`config.mk`:
```
export PLATFORM = sky130hd
export DESIGN_NAME = rgb_to_hls_convert_unit
export DESIGN_NICKNAME = d
export VERILOG_FILES = /design/src/rtl/rhc_pkg.sv /design/src/rtl/rgb_to_hls_convert_unit.sv /design/src/rtl/rhc_prep.sv /design/src/rtl/rhc_div_cell.sv
export SDC_FILE = /design/constraint.sdc
export NUM_CORES = 2
export LEC_CHECK = 0
export BUFFER_PORTS_ARGS = -buffer_cell sky130_fd_sc_hd__buf_2
export CORE_AREA = 2 2 475 477
export CTS_CLUSTER_SIZE = 28
export DETAILED_ROUTE_END_ITERATION = 10
export DIE_AREA = 0 0 477 479
export GPL_ROUTABILITY_DRIVEN = 0
export GPL_TIMING_DRIVEN = 0
export PLACE_DENSITY_LB_ADDON = 0.05
export REMOVE_ABC_BUFFERS = 1
export SYNTH_ARGS = -nofsm -noshare
export SYNTH_HDL_FRONTEND = slang
export SYNTH_SLANG_ARGS = --single-unit
```
`constraint.sdc`:
```
create_clock -name clk -period 15.3 [get_ports clk]
set_input_delay 0.765 -clock clk [delete_from_list [all_inputs] [get_ports clk]]
set_output_delay 0.765 -clock clk [all_outputs]
set_load 0.03 [all_outputs]
```
`src/rtl/rhc_pkg.sv`:
```
package rhc_pkg;

	// channel width used when the top level is not told otherwise
	localparam int CHANNEL_BITS_DEF = 8;
	// width of each colour field on the input stream
	localparam int IN_W = 8;
	// result width, also the number of quotient bits (one per cell)
	localparam int Q_W = 16;

	// pi/3 in Q40, split so that each partial product stays narrow
	localparam logic [40:0] PI3_Q40 = 41'd1151405884119;
	localparam int PI3_LO_W = 21;
	localparam int PI3_HI_W = 20;
	// hue divisor is delta << 27; rounding adds delta << 27 over a divisor of delta << 28
	localparam int HUE_SHIFT = 27;

	localparam logic [Q_W-1:0] GRAY_HUE = 16'd71;
	localparam logic [Q_W-1:0] ONE_Q15 = 16'd32768;
	localparam logic [Q_W-1:0] HUE_MAX = 16'd51471;

endpackage

```
`src/rtl/rgb_to_hls_convert_unit.sv`:
```
// RGB to HLS converter. Takes one pixel per clock and returns lightness and
// saturation in Q1.15 and hue in radians Q3.13, all rounded to nearest; gray
// pixels give saturation 0 and hue 71. The pipeline has three front stages
// (max/min, hue partial products, dividend set-up), a row of 16 divider cells
// that each settle one quotient bit of all three divisions, and the output
// register. Throughput is one item per cycle; each stage holds its item only
// while the next one is full and stalled.
module rgb_to_hls_convert_unit #(
	parameter int CHANNEL_BITS = rhc_pkg::CHANNEL_BITS_DEF
) (
	input  logic        clk,
	input  logic        arst_n,
	input  logic        s_tvalid,
	output logic        s_tready,
	input  logic [23:0] s_tdata,  // red [7:0], green [15:8], blue [23:16]
	output logic        m_tvalid,
	input  logic        m_tready,
	output logic [47:0] m_tdata   // lightness [15:0], saturation [31:16], hue_radians [47:32]
);

	localparam int QW = rhc_pkg::Q_W;
	localparam int LW = CHANNEL_BITS + 17;
	localparam int SW = CHANNEL_BITS + 17;
	localparam int HW = CHANNEL_BITS + 46;

	logic v_c [0:QW];
	logic r_c [0:QW];
	logic [LW-1:0] lr_c [0:QW];
	logic [LW-1:0] ld_c [0:QW];
	logic [SW-1:0] sr_c [0:QW];
	logic [SW-1:0] sd_c [0:QW];
	logic [HW-1:0] hr_c [0:QW];
	logic [HW-1:0] hd_c [0:QW];
	logic [QW-1:0] lq_c [0:QW];
	logic [QW-1:0] sq_c [0:QW];
	logic [QW-1:0] hq_c [0:QW];
	logic g_c [0:QW];

	logic out_valid_q;
	logic [QW-1:0] light_q, sat_q, hue_q;

	rhc_prep #(
		.CHANNEL_BITS(CHANNEL_BITS),
		.LW(LW),
		.SW(SW),
		.HW(HW)
	) u_prep (
		.clk      (clk),
		.arst_n   (arst_n),
		.in_valid (s_tvalid),
		.in_ready (s_tready),
		.red      (s_tdata[7:0]),
		.green    (s_tdata[15:8]),
		.blue     (s_tdata[23:16]),
		.out_valid(v_c[0]),
		.out_ready(r_c[0]),
		.l_rem    (lr_c[0]),
		.l_den    (ld_c[0]),
		.s_rem    (sr_c[0]),
		.s_den    (sd_c[0]),
		.h_rem    (hr_c[0]),
		.h_den    (hd_c[0]),
		.gray     (g_c[0])
	);

	assign lq_c[0] = '0;
	assign sq_c[0] = '0;
	assign hq_c[0] = '0;

	for (genvar i = 0; i < QW; i++) begin : g_cell
		rhc_div_cell #(
			.LW(LW),
			.SW(SW),
			.HW(HW),
			.STEP(QW - 1 - i)
		) u_cell (
			.clk      (clk),
			.arst_n   (arst_n),
			.in_valid (v_c[i]),
			.in_ready (r_c[i]),
			.l_rem_i  (lr_c[i]),
			.l_den_i  (ld_c[i]),
			.l_q_i    (lq_c[i]),
			.s_rem_i  (sr_c[i]),
			.s_den_i  (sd_c[i]),
			.s_q_i    (sq_c[i]),
			.h_rem_i  (hr_c[i]),
			.h_den_i  (hd_c[i]),
			.h_q_i    (hq_c[i]),
			.gray_i   (g_c[i]),
			.out_valid(v_c[i+1]),
			.out_ready(r_c[i+1]),
			.l_rem_o  (lr_c[i+1]),
			.l_den_o  (ld_c[i+1]),
			.l_q_o    (lq_c[i+1]),
			.s_rem_o  (sr_c[i+1]),
			.s_den_o  (sd_c[i+1]),
			.s_q_o    (sq_c[i+1]),
			.h_rem_o  (hr_c[i+1]),
			.h_den_o  (hd_c[i+1]),
			.h_q_o    (hq_c[i+1]),
			.gray_o   (g_c[i+1])
		);
	end

	assign r_c[QW] = !out_valid_q || m_tready;

	always_ff @(posedge clk or negedge arst_n) begin
		if (!arst_n) begin
			out_valid_q <= 1'b0;
		end else if (r_c[QW]) begin
			out_valid_q <= v_c[QW];
		end
	end

	// gray pixels: saturation divisor may be zero, so both fields are forced
	always_ff @(posedge clk) begin
		if (v_c[QW] && r_c[QW]) begin
			light_q <= lq_c[QW];
			sat_q   <= g_c[QW] ? '0 : sq_c[QW];
			hue_q   <= g_c[QW] ? rhc_pkg::GRAY_HUE : hq_c[QW];
		end
	end

	assign m_tvalid = out_valid_q;
	assign m_tdata  = {hue_q, sat_q, light_q};

	a_light_range: assert property (@(posedge clk) disable iff (!arst_n)
		m_tvalid |-> (m_tdata[15:0] <= rhc_pkg::ONE_Q15 && m_tdata[31:16] <= rhc_pkg::ONE_Q15))
		else $error("lightness or saturation above one");

	a_hue_range: assert property (@(posedge clk) disable iff (!arst_n)
		m_tvalid |-> (m_tdata[47:32] <= rhc_pkg::HUE_MAX))
		else $error("hue beyond full turn");

	a_gray_hue: assert property (@(posedge clk) disable iff (!arst_n)
		(m_tvalid && m_tdata[31:16] == '0) |-> (m_tdata[47:32] == rhc_pkg::GRAY_HUE))
		else $error("zero saturation without gray hue marker");

endmodule

```
`src/rtl/rhc_prep.sv`:
```
// Front end: max/min, hue numerator, partial products, then the three
// rounded dividend/divisor pairs handed to the divider cells.
module rhc_prep #(
	parameter int CHANNEL_BITS = rhc_pkg::CHANNEL_BITS_DEF,
	parameter int LW = CHANNEL_BITS + 17,
	parameter int SW = CHANNEL_BITS + 17,
	parameter int HW = CHANNEL_BITS + 46
) (
	input  logic                           clk,
	input  logic                           arst_n,
	input  logic                           in_valid,
	output logic                           in_ready,
	input  logic [rhc_pkg::IN_W-1:0]       red,
	input  logic [rhc_pkg::IN_W-1:0]       green,
	input  logic [rhc_pkg::IN_W-1:0]       blue,
	output logic                           out_valid,
	input  logic                           out_ready,
	output logic [LW-1:0]                  l_rem,
	output logic [LW-1:0]                  l_den,
	output logic [SW-1:0]                  s_rem,
	output logic [SW-1:0]                  s_den,
	output logic [HW-1:0]                  h_rem,
	output logic [HW-1:0]                  h_den,
	output logic                           gray
);

	localparam int C = CHANNEL_BITS;
	localparam int EXT = (C > rhc_pkg::IN_W) ? C : rhc_pkg::IN_W;
	localparam int HN_W = C + 3;
	localparam logic [C:0] FULL = (C+1)'((1 << C) - 1);
	localparam logic [rhc_pkg::PI3_LO_W-1:0] P_LO = rhc_pkg::PI3_Q40[rhc_pkg::PI3_LO_W-1:0];
	localparam logic [rhc_pkg::PI3_HI_W-1:0] P_HI =
		rhc_pkg::PI3_Q40[rhc_pkg::PI3_LO_W+rhc_pkg::PI3_HI_W-1:rhc_pkg::PI3_LO_W];

	logic [EXT-1:0] r_ext, g_ext, b_ext;
	logic [C-1:0] r, g, b, hi, lo, delta, sden;
	logic [C:0] sum;
	logic [HN_W-1:0] hn;
	logic [2:0] v_q;
	logic [2:0] rdy;

	// stage 1
	logic [C:0] sum_s1;
	logic [C-1:0] delta_s1, sden_s1;
	logic [HN_W-1:0] hn_s1;
	logic gray_s1;
	// stage 2
	logic [HN_W+rhc_pkg::PI3_HI_W-1:0] php_s2;
	logic [HN_W+rhc_pkg::PI3_LO_W-1:0] plp_s2;
	logic [C-1:0] delta_s2;
	logic [LW-1:0] lrem_s2;
	logic [SW-1:0] srem_s2, sden_s2;
	logic gray_s2;
	// stage 3
	logic [LW-1:0] lrem_s3;
	logic [SW-1:0] srem_s3, sden_s3;
	logic [HW-1:0] hrem_s3, hden_s3;
	logic gray_s3;

	assign r_ext = EXT'(red);
	assign g_ext = EXT'(green);
	assign b_ext = EXT'(blue);
	assign r = r_ext[C-1:0];
	assign g = g_ext[C-1:0];
	assign b = b_ext[C-1:0];

	always_comb begin
		hi = r;
		lo = r;
		if (g > hi) hi = g;
		if (b > hi) hi = b;
		if (g < lo) lo = g;
		if (b < lo) lo = b;
		sum = (C+1)'(hi) + (C+1)'(lo);
		delta = hi - lo;
		sden = (sum <= FULL) ? sum[C-1:0] : C'((FULL << 1) - sum);
		// hue numerator in sextants times delta; stays in [0, 6*delta)
		if (r == hi) begin
			hn = HN_W'(g) - HN_W'(b);
			if (g < b) hn = hn + HN_W'(6) * HN_W'(delta);
		end else if (g == hi) begin
			hn = (HN_W'(delta) << 1) + HN_W'(b) - HN_W'(r);
		end else begin
			hn = (HN_W'(delta) << 2) + HN_W'(r) - HN_W'(g);
		end
	end

	assign rdy[2] = !v_q[2] || out_ready;
	assign rdy[1] = !v_q[1] || rdy[2];
	assign rdy[0] = !v_q[0] || rdy[1];
	assign in_ready = rdy[0];

	always_ff @(posedge clk or negedge arst_n) begin
		if (!arst_n) begin
			v_q <= '0;
		end else begin
			if (rdy[0]) v_q[0] <= in_valid;
			if (rdy[1]) v_q[1] <= v_q[0];
			if (rdy[2]) v_q[2] <= v_q[1];
		end
	end

	always_ff @(posedge clk) begin
		if (in_valid && rdy[0]) begin
			sum_s1   <= sum;
			delta_s1 <= delta;
			sden_s1  <= sden;
			hn_s1    <= hn;
			gray_s1  <= (hi == lo);
		end
		if (v_q[0] && rdy[1]) begin
			php_s2   <= (HN_W+rhc_pkg::PI3_HI_W)'(hn_s1) * (HN_W+rhc_pkg::PI3_HI_W)'(P_HI);
			plp_s2   <= (HN_W+rhc_pkg::PI3_LO_W)'(hn_s1) * (HN_W+rhc_pkg::PI3_LO_W)'(P_LO);
			delta_s2 <= delta_s1;
			lrem_s2  <= (LW'(sum_s1) << 16) + (LW'(FULL) << 1);
			srem_s2  <= (SW'(delta_s1) << 16) + SW'(sden_s1);
			sden_s2  <= SW'(sden_s1) << 1;
			gray_s2  <= gray_s1;
		end
		if (v_q[1] && rdy[2]) begin
			lrem_s3 <= lrem_s2;
			srem_s3 <= srem_s2;
			sden_s3 <= sden_s2;
			hrem_s3 <= (HW'(php_s2) << (rhc_pkg::PI3_LO_W + 1)) + (HW'(plp_s2) << 1)
				+ (HW'(delta_s2) << rhc_pkg::HUE_SHIFT);
			hden_s3 <= HW'(delta_s2) << (rhc_pkg::HUE_SHIFT + 1);
			gray_s3 <= gray_s2;
		end
	end

	assign out_valid = v_q[2];
	assign l_rem = lrem_s3;
	assign l_den = LW'(FULL) << 2;
	assign s_rem = srem_s3;
	assign s_den = sden_s3;
	assign h_rem = hrem_s3;
	assign h_den = hden_s3;
	assign gray  = gray_s3;

endmodule

```
`src/rtl/rhc_div_cell.sv`:
```
// One quotient bit of three restoring divisions, registered, with its own
// valid so that bubbles collapse along the row.
module rhc_div_cell #(
	parameter int LW = 25,
	parameter int SW = 25,
	parameter int HW = 54,
	parameter int STEP = 0
) (
	input  logic                    clk,
	input  logic                    arst_n,
	input  logic                    in_valid,
	output logic                    in_ready,
	input  logic [LW-1:0]           l_rem_i,
	input  logic [LW-1:0]           l_den_i,
	input  logic [rhc_pkg::Q_W-1:0] l_q_i,
	input  logic [SW-1:0]           s_rem_i,
	input  logic [SW-1:0]           s_den_i,
	input  logic [rhc_pkg::Q_W-1:0] s_q_i,
	input  logic [HW-1:0]           h_rem_i,
	input  logic [HW-1:0]           h_den_i,
	input  logic [rhc_pkg::Q_W-1:0] h_q_i,
	input  logic                    gray_i,
	output logic                    out_valid,
	input  logic                    out_ready,
	output logic [LW-1:0]           l_rem_o,
	output logic [LW-1:0]           l_den_o,
	output logic [rhc_pkg::Q_W-1:0] l_q_o,
	output logic [SW-1:0]           s_rem_o,
	output logic [SW-1:0]           s_den_o,
	output logic [rhc_pkg::Q_W-1:0] s_q_o,
	output logic [HW-1:0]           h_rem_o,
	output logic [HW-1:0]           h_den_o,
	output logic [rhc_pkg::Q_W-1:0] h_q_o,
	output logic                    gray_o
);

	logic valid_q;
	logic [LW-1:0] l_sh;
	logic [SW-1:0] s_sh;
	logic [HW-1:0] h_sh;
	logic l_ge, s_ge, h_ge;

	assign l_sh = l_den_i << STEP;
	assign s_sh = s_den_i << STEP;
	assign h_sh = h_den_i << STEP;
	assign l_ge = l_rem_i >= l_sh;
	assign s_ge = s_rem_i >= s_sh;
	assign h_ge = h_rem_i >= h_sh;

	assign in_ready = !valid_q || out_ready;
	assign out_valid = valid_q;

	always_ff @(posedge clk or negedge arst_n) begin
		if (!arst_n) begin
			valid_q <= 1'b0;
		end else if (in_ready) begin
			valid_q <= in_valid;
		end
	end

	always_ff @(posedge clk) begin
		if (in_valid && in_ready) begin
			l_rem_o <= l_ge ? l_rem_i - l_sh : l_rem_i;
			s_rem_o <= s_ge ? s_rem_i - s_sh : s_rem_i;
			h_rem_o <= h_ge ? h_rem_i - h_sh : h_rem_i;
			l_den_o <= l_den_i;
			s_den_o <= s_den_i;
			h_den_o <= h_den_i;
			l_q_o   <= l_q_i | (rhc_pkg::Q_W'(l_ge) << STEP);
			s_q_o   <= s_q_i | (rhc_pkg::Q_W'(s_ge) << STEP);
			h_q_o   <= h_q_i | (rhc_pkg::Q_W'(h_ge) << STEP);
			gray_o  <= gray_i;
		end
	end

endmodule

```
==> metrics.txt <==
Top Layer Used=met4; Post-synth EDFFs=2152; total congestion overflow=0; synthesis-to-finish area growth=12.80%; Filler cells=18960; synthesized instance count=7290; # DRC=0; synthesized area per cell=13.73 um2; largest net degree at the start of global routing=71; Min-Delay Path Class=input port to flop; nets=8288; Core Region=223600 um2; number of vias per cell=5.088; most used cell, CP=ha_1; share of cells above drive strength 1=7.441%; Ports=78; final setup TNS=0 ns; register area=65120 um2; initial antenna violation count=5; area of the multi-input gates=32500 um2; first-pass GRT wire length=304700 um; R2R Path End=u_prep.plp_s2[28]; Port-buffer cells=77; FP Rows=174; arrival time worst endpoint=9.73 ns; wire length per cell=17.76 um; count of cell types in the netlist=86; Post-DP HPWL=146800 um; Slew @ Worst Pin=1.270 ns; Die W=477 um; Detail Route Antenna Nets=0; CTS max path bufs=3; WHS=0.1706 ns; CP max FO=26; Reg2Reg Launch Point=u_prep.hn_s1[3]; commonest non-fill, non-tap cells in the layout=2152 x edfxtp_1, 632 x inv_1, 559 x ha_1; met2 wire len=99970 um; WL met3=5439 um; Post-Syn Area=100100 um2; vias in the first global route=55800; warnings from Yosys=0; Slew Limit Fails=0; CP peak stage delay=0.90 ns; Initial DRC Count=3029; Via Count=54750; max-cap violations=0; Relative slew margins=14.56%; hold depth=2; #FFs+latches synth=2172; WL final=191100 um; worst skew pair latency=0.87 ns; Worst setup EP type=flop; Synth Flop Type=edfxtp_1; worst reg2reg path depth=19; CTS Buf Count=228; drt pass-1 iters=6; Die Span Y=479 um; clk slew on worst S/H paths=0.05 ns; FFs w/ async S/R, synth=0.9208%; clock root cell=clkbuf_16; worst hold path startpoint=s_tvalid; Max Fclk=0.1087 GHz; Worst Skew=0.06815 ns; Worst path slowest cell=xor2_1; Initial Util=44.77%; Hold Path Sink=u_prep.v_q[0]; Worst setup SP type=input port; Total GRT Usage=16.82%; leading cell type in the layout, fill and taps excluded=edfxtp_1; Sink Count=2172; die footprint=228500 um2; Seq/Total Area, Yosys=65.06%; WP data required=15.82 ns; H-tree depth=4; Final Hold Violating Endpoints=0; Tmin final=9.203 ns; Final period util=60.15%; outcome=completed; CTS tree=built; flop-to-flop setup slack=8.42 ns; Final setup viols=0; metal1 wirelength=78820 um; critical path class=input port to flop; RSZ-0062 raised after global routing=false
Yosys cell counts (36+ instances only):
cell type	instances	share of area [%]
edfxtp_1	2152	65
inv_1	632	2.4
ha_1	559	7.0
nand2_1	453	1.7
nor2_1	448	1.7
xnor2_1	307	2.7
xor2_1	291	2.5
o21ai_0	289	1.4
a21oi_1	244	1.2
nor4_1	226	1.4
nor3_1	202	1.0
nor2b_1	149	0.93
fa_1	124	2.5
nand3_1	100	0.50
nand4_1	99	0.62
a21o_1	81	0.61
or3_1	78	0.49
a21boi_0	75	0.56
nand2b_1	72	0.45
o31ai_1	72	0.54
clkbuf_1	65	0.24
o21a_1	60	0.45
a211oi_1	37	0.28
mux2i_1	37	0.37
or4_1	36	0.27
flip-flops by register name, summed over array words and instances (netlist names), 11 cells and up:
| register | flops |
|---|---|
| u_prep.plp_s2 | 28 |
| g_cell.u_cell.h_den_o | 115 |
| sat_q | 16 |
| g_cell.u_cell.s_den_o | 75 |
| g_cell.u_cell.h_rem_o | 795 |
| u_prep.hn_s1 | 11 |
| u_prep.php_s2 | 31 |
| g_cell.u_cell.gray_o | 16 |
| g_cell.u_cell.s_q_o | 136 |
| g_cell.u_cell.s_rem_o | 275 |
| g_cell.u_cell.l_rem_o | 225 |
| hue_q | 16 |
| light_q | 16 |
| u_prep.h_rem | 53 |
| g_cell.u_cell.l_q_o | 136 |
| g_cell.u_cell.out_valid | 16 |
| g_cell.u_cell.h_q_o | 136 |
timing repair:
action,in CTS,in global routing
setup endpoints to repair,0,0
buffers inserted,0,0
hold buffers,1,0
hold endpoints to repair,20,0
resized for setup,0,0
routing by layer:
layer  global-route usage, %  vias up
met4                   6.405        0
met3                   2.454      349
met5                       0        -
li1                        -    27570
met1                   19.73    26130
met2                   30.98      702
cell families (layout without fill, tap and decap cells):
| kind of cell | after synthesis | after routing | synth area share, % |
|---|---|---|---|
| AO/OA/AOI/OAI | 985 | 985 | 6.163 |
| adder cells (fa/ha/maj) | 686 | 686 | 9.497 |
| XOR/XNOR | 598 | 598 | 5.232 |
| multiplexers | 66 | 66 | 0.6962 |
| AND/OR/NAND/NOR | 2073 | 2073 | 10.68 |
| flip-flops | 2172 | 2172 | 65.06 |
| other | 0 | 2 | 0 |
| buffers and inverters | 710 | 1188 | 2.674 |
worst max path at each step:
stage	slack (ns)	startpoint	endpoint	cells after the start
4_1_cts	6.18	s_tdata[1]	u_prep.hn_s1[10]	32
3_3_place_gp	-0.39	m_tready	g_cell[8].u_cell.l_q_o[14]	7
6_report	6.10	s_tdata[1]	u_prep.hn_s1[10]	27
2_1_floorplan	3.93	m_tready	g_cell[8].u_cell.gray_o	6
5_1_grt	5.41	s_tdata[1]	u_prep.hn_s1[10]	28
3_5_place_dp	5.34	s_tdata[1]	u_prep.hn_s1[10]	32
critical path, delay by kind of cell:
family | cells | cell delay (ns)
AOI/OAI and AO/OA | 14 | 5.05
adders and majority gates | 6 | 2.27
xor gates and xnor gates | 1 | 0.90
and+or+nand+nor | 3 | 0.20
buffers and inverters | 3 | 0.54
area by class of cell:
cell class	instances	area share, %
clock buffer	276	5.249
inverter	635	2.111
tap	2992	3.315
antenna	2	0.004432
timing repair buffer	132	1.359
clock inverter	145	1.506
multi-input combinational	4408	28.78
sequential	2172	57.67
through the flow:
stage	utilization (%)	instance area [um2]	std cells	setup slack, ns
6_report	50.50	112900	10760	6.097
5_1_grt	50.50	112900	10760	5.408
4_1_cts	50.49	112900	10760	6.178
3_5_place_dp	47.07	105200	10340	5.343
3_3_place_gp	46.49	103900	10280	-0.3875
2_1_floorplan	-	99810	7215	3.928
Power is not shown: default switching activity piles up to over one toggle a cycle in this logic, so the estimate is an artifact.
